### src/rtl/core/cdd_pkg.sv
// shared types, constants and helper functions for the calendar day difference block
package cdd_pkg;

  localparam int YearW  = 14;
  localparam int MonthW = 4;
  localparam int MdayW  = 5;
  localparam int CountW = 23;
  localparam int DiffW  = 23;

  typedef logic [YearW-1:0]         year_t;
  typedef logic [MonthW-1:0]        month_t;
  typedef logic [MdayW-1:0]         mday_t;
  typedef logic [CountW-1:0]        count_t;
  typedef logic signed [DiffW-1:0]  diff_t;

  // saturation limits of the signed result
  localparam logic [DiffW-1:0] DIFF_MAX = 23'h3FFFFF;
  localparam logic [DiffW-1:0] DIFF_MIN = 23'h400000;

  localparam logic [8:0]  DAYS_PER_YEAR = 9'd365;
  // 1311 / 2^15 approximates 1/25 closely enough for quotients of 12-bit values
  localparam logic [10:0] RECIP_25      = 11'd1311;

  // floor(x / 25) for any 12-bit x
  function automatic logic [7:0] div25(input logic [11:0] x);
    logic [22:0] prod;
    prod = 23'(x) * 23'(RECIP_25);
    return prod[22:15];
  endfunction

  // days in the months before the given month; month zero is January,
  // months above twelve are December
  function automatic logic [8:0] days_before_month(input month_t m);
    logic [8:0] days;
    case (m) inside
      4'd0, 4'd1:          days = 9'd0;
      4'd2:                days = 9'd31;
      4'd3:                days = 9'd59;
      4'd4:                days = 9'd90;
      4'd5:                days = 9'd120;
      4'd6:                days = 9'd151;
      4'd7:                days = 9'd181;
      4'd8:                days = 9'd212;
      4'd9:                days = 9'd243;
      4'd10:               days = 9'd273;
      4'd11:               days = 9'd304;
      default:             days = 9'd334;
    endcase
    return days;
  endfunction

endpackage

### src/rtl/core/calendar_day_difference.sv
// top level: input register, two day counts, saturating subtract, result register
//
// Signed number of days from a first calendar date to a second one.
// Input channel: in_valid / in_ready with the two dates as six fields.
// Output channel: out_valid / out_ready with day_difference, two's complement,
// saturated to the 23-bit range.
// The pair is captured in an input register; the day counts and the
// subtraction are combinational between that register and the result
// register. out_valid rises when the result register takes the pair from the
// input register, so the result passes two register stages end to end,
// and one pair is taken every cycle while the receiver keeps up.
// When the receiver stalls the result register holds its item and the
// input register can still fill, so one more pair is taken; after that
// in_ready drops until out_ready returns.
// Reset empties both stages; nothing is offered until a new transfer.
module calendar_day_difference (
  input  logic            clk,
  input  logic            rst,
  input  logic            in_valid,
  output logic            in_ready,
  input  cdd_pkg::year_t  first_year,
  input  cdd_pkg::month_t first_month,
  input  cdd_pkg::mday_t  first_day,
  input  cdd_pkg::year_t  second_year,
  input  cdd_pkg::month_t second_month,
  input  cdd_pkg::mday_t  second_day,
  output logic            out_valid,
  input  logic            out_ready,
  output cdd_pkg::diff_t  day_difference
);
  import cdd_pkg::*;

  logic   s1_valid;
  year_t  hold_first_year;
  month_t hold_first_month;
  mday_t  hold_first_day;
  year_t  hold_second_year;
  month_t hold_second_month;
  mday_t  hold_second_day;
  logic   s2_load;
  count_t count_first;
  count_t count_second;
  logic [23:0]      raw_diff;
  logic [DiffW-1:0] diff_next;

  // stage handshake
  assign s2_load  = s1_valid && (!out_valid || out_ready);
  assign in_ready = !s1_valid || s2_load;

  // input register
  always_ff @(posedge clk) begin
    if (rst) begin
      s1_valid <= 1'b0;
    end else if (in_ready) begin
      s1_valid <= in_valid;
    end
  end

  always_ff @(posedge clk) begin
    if (in_valid && in_ready) begin
      hold_first_year   <= first_year;
      hold_first_month  <= first_month;
      hold_first_day    <= first_day;
      hold_second_year  <= second_year;
      hold_second_month <= second_month;
      hold_second_day   <= second_day;
    end
  end

  // day counts of both dates
  cdd_day_count u_count_first (
    .year  (hold_first_year),
    .month (hold_first_month),
    .day   (hold_first_day),
    .count (count_first)
  );

  cdd_day_count u_count_second (
    .year  (hold_second_year),
    .month (hold_second_month),
    .day   (hold_second_day),
    .count (count_second)
  );

  // subtract and saturate to the result width
  assign raw_diff = {1'b0, count_second} - {1'b0, count_first};
  always_comb begin
    if (raw_diff[23] != raw_diff[22]) begin
      diff_next = raw_diff[23] ? DIFF_MIN : DIFF_MAX;
    end else begin
      diff_next = raw_diff[22:0];
    end
  end

  // result register
  always_ff @(posedge clk) begin
    if (rst) begin
      out_valid <= 1'b0;
    end else if (!out_valid || out_ready) begin
      out_valid <= s1_valid;
    end
  end

  always_ff @(posedge clk) begin
    if (s2_load) begin
      day_difference <= diff_t'(diff_next);
    end
  end

  // reset empties both stages
  a_reset_empty: assert property (@(posedge clk)
    rst |=> (!s1_valid && !out_valid))
    else $error("pipeline not empty after reset");

  // an input transfer always lands in the input register
  a_capture: assert property (@(posedge clk) disable iff (rst)
    (in_valid && in_ready) |=> s1_valid)
    else $error("input transfer lost");

  // a stalled result keeps the input stage and its payload in place
  a_hold: assert property (@(posedge clk) disable iff (rst)
    (s1_valid && out_valid && !out_ready) |=>
      (s1_valid && $stable(hold_first_year) && $stable(hold_second_year)))
    else $error("input stage changed under a stall");

  // a loaded stage always produces a result
  a_advance: assert property (@(posedge clk) disable iff (rst)
    s2_load |=> out_valid)
    else $error("result not offered after stage advance");

endmodule

### src/rtl/core/cdd_day_count.sv
// absolute day count of one calendar date
module cdd_day_count (
  input  cdd_pkg::year_t  year,
  input  cdd_pkg::month_t month,
  input  cdd_pkg::mday_t  day,
  output cdd_pkg::count_t count
);
  import cdd_pkg::*;

  logic        div4;
  logic [7:0]  cent_y;
  logic [12:0] cent_y_x25;
  logic        div100;
  logic        div400;
  logic        div3200;
  logic        leap;
  year_t       prev_year;
  logic [7:0]  cent_n;
  logic [11:0] leaps;
  logic [8:0]  doy;
  logic [22:0] year_days;

  // leap rule on the year itself: quotient by 100 via floor(floor(y/4)/25)
  assign div4       = (year[1:0] == 2'b00);
  assign cent_y     = div25(year[13:2]);
  assign cent_y_x25 = 13'({cent_y, 4'b0000}) + 13'({cent_y, 3'b000}) + 13'(cent_y);
  assign div100     = div4 && (cent_y_x25 == 13'(year[13:2]));
  assign div400     = div100 && (cent_y[1:0] == 2'b00);
  assign div3200    = div100 && (cent_y[4:0] == 5'b00000);
  assign leap       = ((div4 && !div100) || div400) && !div3200;

  // leap years before this one: n/4 - n/100 + n/400 - n/3200 with n = year - 1
  assign prev_year = year - 14'd1;
  assign cent_n    = div25(prev_year[13:2]);
  always_comb begin
    if (year == '0) begin
      leaps = '0;
    end else begin
      leaps = prev_year[13:2] - 12'(cent_n) + 12'(cent_n[7:2]) - 12'(cent_n[7:5]);
    end
  end

  // day of year, one extra after february in a leap year
  assign doy = days_before_month(month) + 9'(leap && (month > 4'd2)) + 9'(day);

  assign year_days = 23'(year) * 23'(DAYS_PER_YEAR);
  assign count     = year_days + 23'(leaps) + 23'(doy);

endmodule
### config.mk
export PLATFORM = sky130hd
export DESIGN_NAME = calendar_day_difference
export DESIGN_NICKNAME = d
export VERILOG_FILES = /design/src/rtl/core/cdd_pkg.sv /design/src/rtl/core/calendar_day_difference.sv /design/src/rtl/core/cdd_day_count.sv
export SDC_FILE = /design/constraint.sdc
export NUM_CORES = 1
export LEC_CHECK = 0
export ABC_AREA = 1
export BUFFER_PORTS_ARGS = -buffer_cell sky130_fd_sc_hd__buf_2
export CAP_MARGIN = 5
export CORE_MARGIN = 5
export CORE_UTILIZATION = 45
export CTS_CLUSTER_DIAMETER = 120
export DETAILED_ROUTE_END_ITERATION = 7
export GPL_ROUTABILITY_DRIVEN = 0
export PLACE_DENSITY = 0.61
export SETUP_SLACK_MARGIN = 0.1
export SYNTH_ARGS = -nofsm -noshare
export SYNTH_HDL_FRONTEND = slang
export SYNTH_HIERARCHICAL = 1
export SYNTH_SLANG_ARGS = --single-unit
### constraint.sdc
create_clock -name clk -period 18.7 [get_ports clk]
set_input_delay 0.935 -clock clk [delete_from_list [all_inputs] [get_ports clk]]
set_output_delay 0.935 -clock clk [all_outputs]
set_load 0.05 [all_outputs]
==> flow_metrics.tcl, run 1 <==
set metrics [dict create \
    seq_cell_area_um2 2112 \
    fmax_mhz 69.42 \
    floorplan.initialDensity 0.4518 \
    tritoncts "done" \
    detail_route.wl_per_cell_um 14.88 \
    synthCells 3316 \
    max_cap_violations 0 \
    fin_worst_hold_slack_ns 0.4987 \
    outcome "finished, final reports clean" \
    finalMaxSlewViolations 0 \
    placement.setup.worst_slack_ns 4.330 \
    grt_antenna_before_repair 0 \
    cp_top_family "adder cells" \
    unrepaired_setup_endpoints_after_global_routing "false" \
    timing_worst_slew_pin_value_ns 1.032 \
    crit_path_frequent_cell "sky130_fd_sc_hd__inv_1" \
    detailroute.via_count 20494 \
    tritoncts.num_buffers 9 \
    criticalPathCategory "reg2reg" \
    synthesis.area_um2 26510 \
    cts_num_sinks 71 \
    worst-path-stages 57 \
    final.period_utilization 0.7703 \
    synth.ff_latch_count 71 \
    syn-mean-instance-area_um2 7.995 \
    layout_commonest_cell "sky130_fd_sc_hd__inv_1" \
    postRouteWirelength_mm 62.18 \
    worst_slew_margin_rel 0.3095 \
    clock_period_minus_worst_slack_ns 14.40 \
    yosysSeqAreaShare 0.07966 \
    layout_setup_ws_ns 4.296 \
    fp.dieArea_um2 63870 \
    count_of_filler_cells_inserted_in_the_layout 5847 \
    floorplan.die.width_um 252.7 \
    synth-edff-count 69 \
    fin_worst_skew_ns 0.01760 \
    met3_wirelength_mm 3.105 \
    multiInputGateArea_um2 20850 \
    cts_htree_levels 3 \
    worst-r2r-cell-count 57 \
    critPathSlowestCell "sky130_fd_sc_hd__xor2_1" \
    via_count_of_the_first_global_routing_pass 20263 \
    setup_total_negative_slack_ns 0 \
    worst-endpoint-arrival_ns 14.54 \
    report.final.hold_viol_count 0 \
    clockBufferDepth 2 \
    buffer_ports.inserted 74 \
    worstSetupStartpointType "register" \
    synthesis.nets 4274 \
    post_synthesis_async_set_or_reset_flop_share 0 \
    io_pins 75 \
    cts.repair_timing.setup_buffer_count 0 \
    die_h_um 252.7 \
    cp_max_fo 22 \
    yosysWarningCount 6 \
    topRoutingLayerUsed "met4" \
    critical-path-max-stage-delay_ns 0.70 \
    initialDrtViolationCount 1118 \
    antenna_left 0 \
    drive_gt1_frac 0.04435 \
    worstHoldPathCells 2 \
    clkTransAtPathRegs_ns 0.08 \
    diodes 0 \
    fin_cells 4178 \
    areaGrowthSynthToFinish_pct 6.215 \
    cts_repair_resize_count 0 \
    grt_first_pass_wirelength_mm 103.9 \
    remaining_drc_errors 0 \
    vias_per_cell 4.905 \
    placed_instances 4162 \
    num-nets-final 4358 \
    yosysUniqueCellTypes 56 \
    total_met2_wirelength_after_detailed_routing_mm 26.14 \
    cts-hold-fix-buffers 0 \
    setup-violations-final 0 \
    mostFrequentLayoutCells "sky130_fd_sc_hd__inv_1 (927), sky130_fd_sc_hd__ha_1 (583), sky130_fd_sc_hd__nand2_1 (567), sky130_fd_sc_hd__fa_1 (325), sky130_fd_sc_hd__a21oi_1 (189)" \
    worstSkewPairLatency_ns 0.40 \
    m1WireLength_mm 32.17 \
    drt_pass1_iterations 5 \
    nature_of_the_critical_path_endpoint "register" \
    core-area_um2 58690 \
    critPathBufInv 12 \
    hpwl_mm 54.87 \
    clock_root_buffer "sky130_fd_sc_hd__clkbuf_16" \
    global_route.usage.total 0.2000 \
    largest_net_degree_at_the_start_of_global_routing 47 \
    floorplan.rows 89 \
    worst_endpoint_required_time_ns 18.83 \
    synth_flop_cell "sky130_fd_sc_hd__edfxtp_1" \
    hold_crit_path_type "reg2reg" \
    grt.overflow.total 0 \
]
synthesized netlist by cell type (all sizes together) (3+ instances only):
master,number,area (µm²)
o21ai,75,401.6
and2,3,18.77
a31oi,5,43.79
nand4,35,219.0
nor4,5,31.28
inv,932,3498
o31ai,7,57.55
a311oi,3,26.28
o21bai,23,191.4
ha,583,7295
nand3b,8,60.06
edfxtp,69,2072
a211oi,5,37.54
xor2,79,699.4
nand3,130,688.2
o21a,5,37.54
xnor2,41,359.1
a21boi,4,45.04
nand2,582,2222
nor2,141,556.8
o211ai,3,22.52
a21o,9,67.56
a21oi,193,977.2
buf,5,48.79
nor3,30,186.4
fa,325,6506
state kept, by name (all words and copies together), names as in the netlist:
signal             cells
s1_valid               1
hold_second_year      14
out_valid              1
hold_first_month       4
hold_first_year       14
hold_second_day        5
hold_first_day         5
day_difference        23
hold_second_month      4
logic make-up after synthesis:
| group | count (synthesis) | synth area share |
|---|---|---|
| flops | 71 | 0.07966 |
| buf+inv | 938 | 0.1340 |
| simple gates | 939 | 0.1514 |
| xor+xnor | 120 | 0.03993 |
| fa+ha+maj | 908 | 0.5206 |
| compound gates | 340 | 0.07443 |
through the flow:
step                      instance area (µm²)  utilization
after floorplan                         26510            -
after global placement                  27840       0.4743
after detailed placement                27840       0.4743
after CTS                               28160       0.4798
after global routing                    28160       0.4798
final                                   28160       0.4798
routing by layer:
metal	global-route usage	vias up
met5	0	-
met4	0.03224	0
met3	0.03303	38
met2	0.3001	380
met1	0.3089	9597
li1	-	10479
tightest hold or removal path, stage by stage (launching register included):
cell and delay, ns:
sky130_fd_sc_hd__dfxtp_1 0.34, sky130_fd_sc_hd__nand2_1 0.07, sky130_fd_sc_hd__a21oi_1 0.05
area by class of cell:
class                   count  area share
inverters                 932      0.1242
clock inverters             6    0.003332
clock buffers              10    0.008131
well taps                 773     0.03435
multi-input cells        2307      0.7405
repair buffers             79     0.01449
flip-flops and latches     71     0.07500
path summary, 6_finish.rpt:
| kind | slack [ns] | endpoint | startpoint |
|---|---|---|---|
| max | 4.30 | day_difference[17] | hold_first_year[3] |
| min | 0.50 | out_valid | out_valid |
| max reg2reg | 4.30 | day_difference[17] | hold_first_year[3] |
| min reg2reg | 0.50 | out_valid | out_valid |
Power of run 1 is left out: the tool's default activity adds up to more than one toggle a clock period on the data nets, which glitch-free logic cannot reach.
==> run 2: changes to the inputs <==
--- a/config.mk
+++ b/config.mk
@@ -5,7 +5,7 @@
 export SDC_FILE = /design/constraint.sdc
 export NUM_CORES = 1
 export LEC_CHECK = 0
-export ABC_AREA = 1
+export ABC_AREA = 0
 export BUFFER_PORTS_ARGS = -buffer_cell sky130_fd_sc_hd__buf_2
 export CAP_MARGIN = 5
 export CORE_MARGIN = 5
@@ -13,7 +13,7 @@
 export CTS_CLUSTER_DIAMETER = 120
 export DETAILED_ROUTE_END_ITERATION = 7
 export GPL_ROUTABILITY_DRIVEN = 0
-export PLACE_DENSITY = 0.61
+export PLACE_DENSITY = 0.63
 export SETUP_SLACK_MARGIN = 0.1
 export SYNTH_ARGS = -nofsm -noshare
 export SYNTH_HDL_FRONTEND = slang
==> constraint.sdc (replaced) <==
create_clock -name clk -period 12.11 [get_ports clk]
set_input_delay 0.6055 -clock clk [delete_from_list [all_inputs] [get_ports clk]]
set_output_delay 0.6055 -clock clk [all_outputs]
set_load 0.05 [all_outputs]
==> flow_metrics.tcl, run 2 <==
set metrics [dict create \
    global_route.usage.total 0.2134 \
    clock_period_minus_worst_slack_ns 14.19 \
    largest_registers "day_difference x23, hold_first_year x14, hold_second_year x14" \
    yosys.area.top_type "sky130_fd_sc_hd__ha_1" \
    via_count_of_the_first_global_routing_pass 20765 \
    synthXorXnorAreaFrac 0.06504 \
    post_synthesis_async_set_or_reset_flop_share 0 \
    fmax_mhz 70.45 \
    worstSkewPairLatency_ns 0.37 \
    synth_simple_gate_area_share 0.07245 \
    num-nets-final 4118 \
    cts-hold-fix-buffers 0 \
    grt.overflow.total 0 \
    tritoncts.num_buffers 9 \
    yosysWarningCount 6 \
    worst_endpoint_required_time_ns 12.22 \
    worst-path-stages 63 \
    finalInstanceArea_um2 30740 \
    io_pins 75 \
    remaining_drc_errors 0 \
    nature_of_the_critical_path_endpoint "register" \
    max_cap_violations 0 \
    worst-endpoint-arrival_ns 14.31 \
    floorplan.die.width_um 242.5 \
    fin_worst_skew_ns 0.01024 \
    cts_num_sinks 71 \
    setup_total_negative_slack_ns -46.30 \
    hold_crit_path_type "in2reg" \
    buffer_ports.inserted 74 \
    fin_cells 3861 \
    floorplan.initialDensity 0.4531 \
    hpwl_mm 54.27 \
    top_register "day_difference" \
    yosysUniqueCellTypes 91 \
    cp_max_fo 8 \
    combinational_family_with_the_most_area_after_synthesis "adder cells" \
    critical-path-max-stage-delay_ns 0.54 \
    postRouteWirelength_mm 62.13 \
    syn-mean-instance-area_um2 9.491 \
    tritoncts "done" \
    final.period_utilization 1.172 \
    setup-violations-final 23 \
    crit_path_frequent_cell "sky130_fd_sc_hd__fa_1" \
    layout_commonest_cell "sky130_fd_sc_hd__inv_1" \
    antenna_left 0 \
    diodes 0 \
    drt_pass1_iterations 5 \
    clock_root_buffer "sky130_fd_sc_hd__clkbuf_16" \
    yosysTopAreaCellShare 0.2998 \
    detailed_place.area_um2 29430 \
    synth_compound_area_frac 0.09445 \
    synthCells 2564 \
    yosysSeqAreaShare 0.08679 \
    worstSetupStartpointType "register" \
    worst-r2r-cell-count 63 \
    vias_per_cell 4.977 \
    critPathBufInv 12 \
    report.final.hold_viol_count 0 \
    violations_in_the_final_reports "negative setup slack" \
    outcome "finished, violations left" \
    muxShareOfSynthArea 0.001285 \
    detail_route.wl_per_cell_um 16.09 \
    worstHoldPathCells 2 \
    criticalPathCategory "reg2reg" \
    cts_htree_levels 3 \
    yosys.area_share.adder 0.5692 \
    fp.dieArea_um2 58830 \
    drive_gt1_frac 0.2575 \
    areaGrowthSynthToFinish_pct 26.30 \
    synth.ff_latch_count 71 \
    floorplan.rows 85 \
    synth_most_common_cell "sky130_fd_sc_hd__inv_1" \
    cp_top_family "adder cells" \
    placed_instances 3796 \
    timing.reg2reg.setup_slack_ns -2.08 \
    synthesis.area_um2 24330 \
    grt_first_pass_wirelength_mm 103.4 \
    critPathSlowestCell "sky130_fd_sc_hd__or4b_4" \
    synthesis.nets 3522 \
    fin_util 0.5723 \
    initialDrtViolationCount 831 \
    layout_setup_ws_ns -2.084 \
    worst_slew_margin_rel 0.1167 \
    largest_net_degree_at_the_start_of_global_routing 47 \
    grt_antenna_before_repair 0 \
    unrepaired_setup_endpoints_after_global_routing "true" \
    clkTransAtPathRegs_ns 0.06 \
    clockBufferDepth 2 \
    synth_flop_cell "sky130_fd_sc_hd__edfxtp_1" \
    die_h_um 242.5 \
    finalMaxSlewViolations 0 \
    timing_worst_slew_pin_value_ns 1.292 \
    detailroute.via_count 19216 \
    most_instantiated_cells_after_synthesis "sky130_fd_sc_hd__inv_1 (690), sky130_fd_sc_hd__ha_1 (583), sky130_fd_sc_hd__fa_1 (325), sky130_fd_sc_hd__xnor2_1 (123), sky130_fd_sc_hd__nor2_1 (105)" \
    synth.area.top_cells "sky130_fd_sc_hd__ha_1 (30%), sky130_fd_sc_hd__fa_1 (27%), sky130_fd_sc_hd__inv_1 (11%)" \
    synth-edff-count 69 \
    mostFrequentLayoutCells "sky130_fd_sc_hd__inv_1 (660), sky130_fd_sc_hd__ha_1 (558), sky130_fd_sc_hd__buf_4 (511), sky130_fd_sc_hd__fa_1 (319), sky130_fd_sc_hd__xnor2_1 (111)" \
    largest_reg_flops 23 \
    core-area_um2 53710 \
]
[run 2: cell types whose count changed after synthesis, moves of 16 or more]
cell,delta
sky130_fd_sc_hd__nand2_1,-513
sky130_fd_sc_hd__inv_1,-238
sky130_fd_sc_hd__nand3_1,-97
sky130_fd_sc_hd__a21oi_1,-93
sky130_fd_sc_hd__xnor2_1,+82
sky130_fd_sc_hd__nor2_1,-29
sky130_fd_sc_hd__a21o_1,+28
sky130_fd_sc_hd__xor2_1,-26
sky130_fd_sc_hd__nand4_1,-25
sky130_fd_sc_hd__nor2b_1,+24
sky130_fd_sc_hd__and3_1,+16
[run 2: kinds of logic after synthesis]
| kind of cell | after synthesis |
|---|---|
| AND/OR/NAND/NOR | 347 |
| XOR/XNOR | 177 |
| adder cells (fa/ha/maj) | 913 |
| flip-flops | 71 |
| buffers and inverters | 712 |
| AO/OA/AOI/OAI | 341 |
| multiplexers | 3 |
[run 2: routing by layer]
layer	vias to the layer above	wire length [µm]	track usage	part of all wire
met5	-	0	0	0
met4	0	987	0.04062	0.016
met3	54	1835	0.02218	0.030
met2	260	30460	0.3690	0.49
met1	9411	28840	0.2940	0.46
li1	9491	-	-	-
[run 2: worst paths after layout]
| check | startpoint | to |
|---|---|---|
| worst max register to register | hold_second_year[4] | day_difference[20] |
| worst max-delay path | hold_second_year[4] | day_difference[20] |
| worst min-delay path | rst | out_valid |
| worst min register to register | s1_valid | out_valid |
[run 2: stage by stage]
stage | hold WS, ns | setup WS, ns
after floorplan | 0.4778 | -1.136
after global placement | 0.4929 | -2.160
after detailed placement | 0.5054 | -2.477
after CTS | 0.3709 | -2.120
after global routing | 0.3835 | -2.573
final | 0.3961 | -2.084
[run 2: timing repair]
action | in CTS | in global routing
endpoints found under the setup margin | 23 | 23
gates resized for setup | 41 | 96
buffers inserted | 8 | 35
pin swaps | 38 | 97
gates cloned | 5 | 1
[run 2: cell type report]
class | instances | area [µm²]
clock buffer | 12 | 246.5
inverter | 692 | 2600
tap | 696 | 870.8
timing repair buffer | 600 | 4378
fill | 4564 | 22970
multi-input combinational | 1786 | 20500
clock inverter | 4 | 31.28
sequential | 71 | 2112
Power of run 2 is left out for the same reason.
==> run 3: changes to the inputs <==
--- a/config.mk
+++ b/config.mk
@@ -13,7 +13,7 @@
 export CTS_CLUSTER_DIAMETER = 120
 export DETAILED_ROUTE_END_ITERATION = 7
 export GPL_ROUTABILITY_DRIVEN = 0
-export PLACE_DENSITY = 0.63
+export PLACE_DENSITY = 0.72
 export SETUP_SLACK_MARGIN = 0.1
 export SYNTH_ARGS = -nofsm -noshare
 export SYNTH_HDL_FRONTEND = slang
==> flow_metrics.tcl, run 3 (synthesis results as in run 2) <==
set metrics [dict create \
    grt.overflow.total 0 \
    floorplan.die.width_um 242.5 \
    io_pins 75 \
    timing_worst_slew_pin_value_ns 1.180 \
    remaining_drc_errors 0 \
    worst-endpoint-arrival_ns 14.57 \
    largest_registers "day_difference x23, hold_first_year x14, hold_second_year x14" \
    tritoncts "done" \
    hold_crit_path_type "in2reg" \
    via_count_of_the_first_global_routing_pass 21267 \
    vias_per_cell 5.113 \
    die_h_um 242.5 \
    fmax_mhz 69.71 \
    worstSetupStartpointType "register" \
    setup-violations-final 23 \
    finalMaxSlewViolations 0 \
    largest_net_degree_at_the_start_of_global_routing 47 \
    floorplan.initialDensity 0.4531 \
    nature_of_the_critical_path_endpoint "register" \
    antenna_left 0 \
    floorplan.rows 85 \
    worst_slew_margin_rel 0.2095 \
    detailed_place.area_um2 29310 \
    global_route.usage.total 0.2134 \
    num-nets-final 4093 \
    grt_antenna_before_repair 1 \
    fp.dieArea_um2 58830 \
    postRouteWirelength_mm 62.45 \
    drive_gt1_frac 0.2396 \
    clock_period_minus_worst_slack_ns 14.34 \
    criticalPathCategory "reg2reg" \
    initialDrtViolationCount 955 \
    setup_total_negative_slack_ns -49.47 \
    count_of_filler_cells_inserted_in_the_layout 4434 \
    critPathBufInv 12 \
    finalInstanceArea_um2 30210 \
    worstSkewPairLatency_ns 0.38 \
    layout_commonest_cell "sky130_fd_sc_hd__inv_1" \
    outcome "finished, violations left" \
    layout_setup_ws_ns -2.234 \
    violations_in_the_final_reports "negative setup slack" \
    clock_root_buffer "sky130_fd_sc_hd__clkbuf_16" \
    grt_first_pass_wirelength_mm 103.7 \
    worst_endpoint_required_time_ns 12.34 \
    placement.setup.worst_slack_ns -2.252 \
    mostFrequentLayoutCells "sky130_fd_sc_hd__inv_1 (667), sky130_fd_sc_hd__ha_1 (570), sky130_fd_sc_hd__buf_4 (495), sky130_fd_sc_hd__fa_1 (320), sky130_fd_sc_hd__xnor2_1 (113)" \
    areaGrowthSynthToFinish_pct 24.12 \
    unrepaired_setup_endpoints_after_global_routing "true" \
    detail_route.wl_per_cell_um 16.27 \
    hpwl_mm 53.95 \
    report.final.hold_viol_count 0 \
    cp_max_fo 8 \
    cp_top_family "adder cells" \
    top_register "day_difference" \
    core-area_um2 53710 \
    drt_pass1_iterations 8 \
    detailroute.via_count 19617 \
    largest_reg_flops 23 \
    buffer_ports.inserted 74 \
    tritoncts.num_buffers 9 \
    max_cap_violations 0 \
    cts_num_sinks 71 \
    crit_path_frequent_cell "sky130_fd_sc_hd__fa_1" \
    fin_worst_skew_ns 0.01418 \
    cts_htree_levels 3 \
    clockBufferDepth 2 \
    final.period_utilization 1.184 \
    critical-path-max-stage-delay_ns 0.56 \
    clkTransAtPathRegs_ns 0.07 \
    critPathSlowestCell "sky130_fd_sc_hd__or4b_4" \
]
[run 3: cell types whose count changed in the layout (fill, tap and decap cells not counted), moves of 4 or more]
| cell | previous run | this run |
|---|---|---|
| sky130_fd_sc_hd__a21oi_2 | 20 | 24 |
| sky130_fd_sc_hd__inv_1 | 660 | 667 |
| sky130_fd_sc_hd__ha_1 | 558 | 570 |
| sky130_fd_sc_hd__buf_6 | 13 | 6 |
| sky130_fd_sc_hd__a21oi_1 | 75 | 71 |
| sky130_fd_sc_hd__ha_4 | 18 | 9 |
| sky130_fd_sc_hd__inv_2 | 31 | 24 |
| sky130_fd_sc_hd__buf_4 | 511 | 495 |
| sky130_fd_sc_hd__o21ai_0 | 41 | 46 |
[run 3: worst paths after layout]
kind | depth (start not counted) | start | end | slack (ns)
min reg2reg | 2 | s1_valid | out_valid | 0.52
max | 62 | hold_second_year[6] | day_difference[1] | -2.23
max reg2reg | 62 | hold_second_year[6] | day_difference[1] | -2.23
min | 1 | first_year[4] | hold_first_year[4] | 0.39
[run 3: final cells by class]
type	count	area [µm²]	area share
Antenna cell	2	5.005	0.0001657
Clock buffer	11	232.7	0.007705
Multi-Input combinational cell	1784	20150	0.6670
Inverter	692	2600	0.08608
Sequential cell	71	2112	0.06992
Timing Repair Buffer	577	4189	0.1387
Tap cell	696	870.8	0.02883
Clock inverter	4	47.55	0.001574
[run 3: repair_timing]
| item | 4_1_cts | 5_1_grt |
|---|---|---|
| pin swaps | 25 | 27 |
| gates cloned | 4 | 0 |
| setup endpoints to repair | 23 | 23 |
| buffers inserted | 24 | 12 |
| gates resized for setup | 33 | 43 |
| hold buffers | 0 | 0 |
[run 3: worst reg2reg max path, delay by kind of cell, from the launching register on]
kind,cells,cell delay (ns)
buffers and inverters,12,1.13
adder cells (fa/ha/maj),15,5.95
XOR/XNOR,3,0.78
multiplexers,1,0.19
flip-flops,1,0.41
AND/OR/NAND/NOR,11,1.99
AO/OA/AOI/OAI,20,3.70
[run 3: per-layer routing]
metal | GRT usage | up-vias | wire length (µm)
met3 | 0.03122 | 125 | 2894
met2 | 0.3703 | 460 | 30310
met5 | 0 | - | 0
met1 | 0.2778 | 9592 | 27200
li1 | - | 9440 | -
met4 | 0.06244 | 0 | 2045
[run 3: stage by stage]
| stage | hold slack [ns] | util | instances |
|---|---|---|---|
| finish | 0.3917 | 0.5624 | 3837 |
| global route | 0.3837 | 0.5623 | 3835 |
| CTS | 0.3770 | 0.5577 | 3825 |
| detailed placement | 0.5245 | 0.5457 | 3782 |
| global placement | 0.4991 | 0.5457 | 3782 |
| floorplan | 0.4778 | - | 2564 |
Power of run 3 is left out for the same reason.
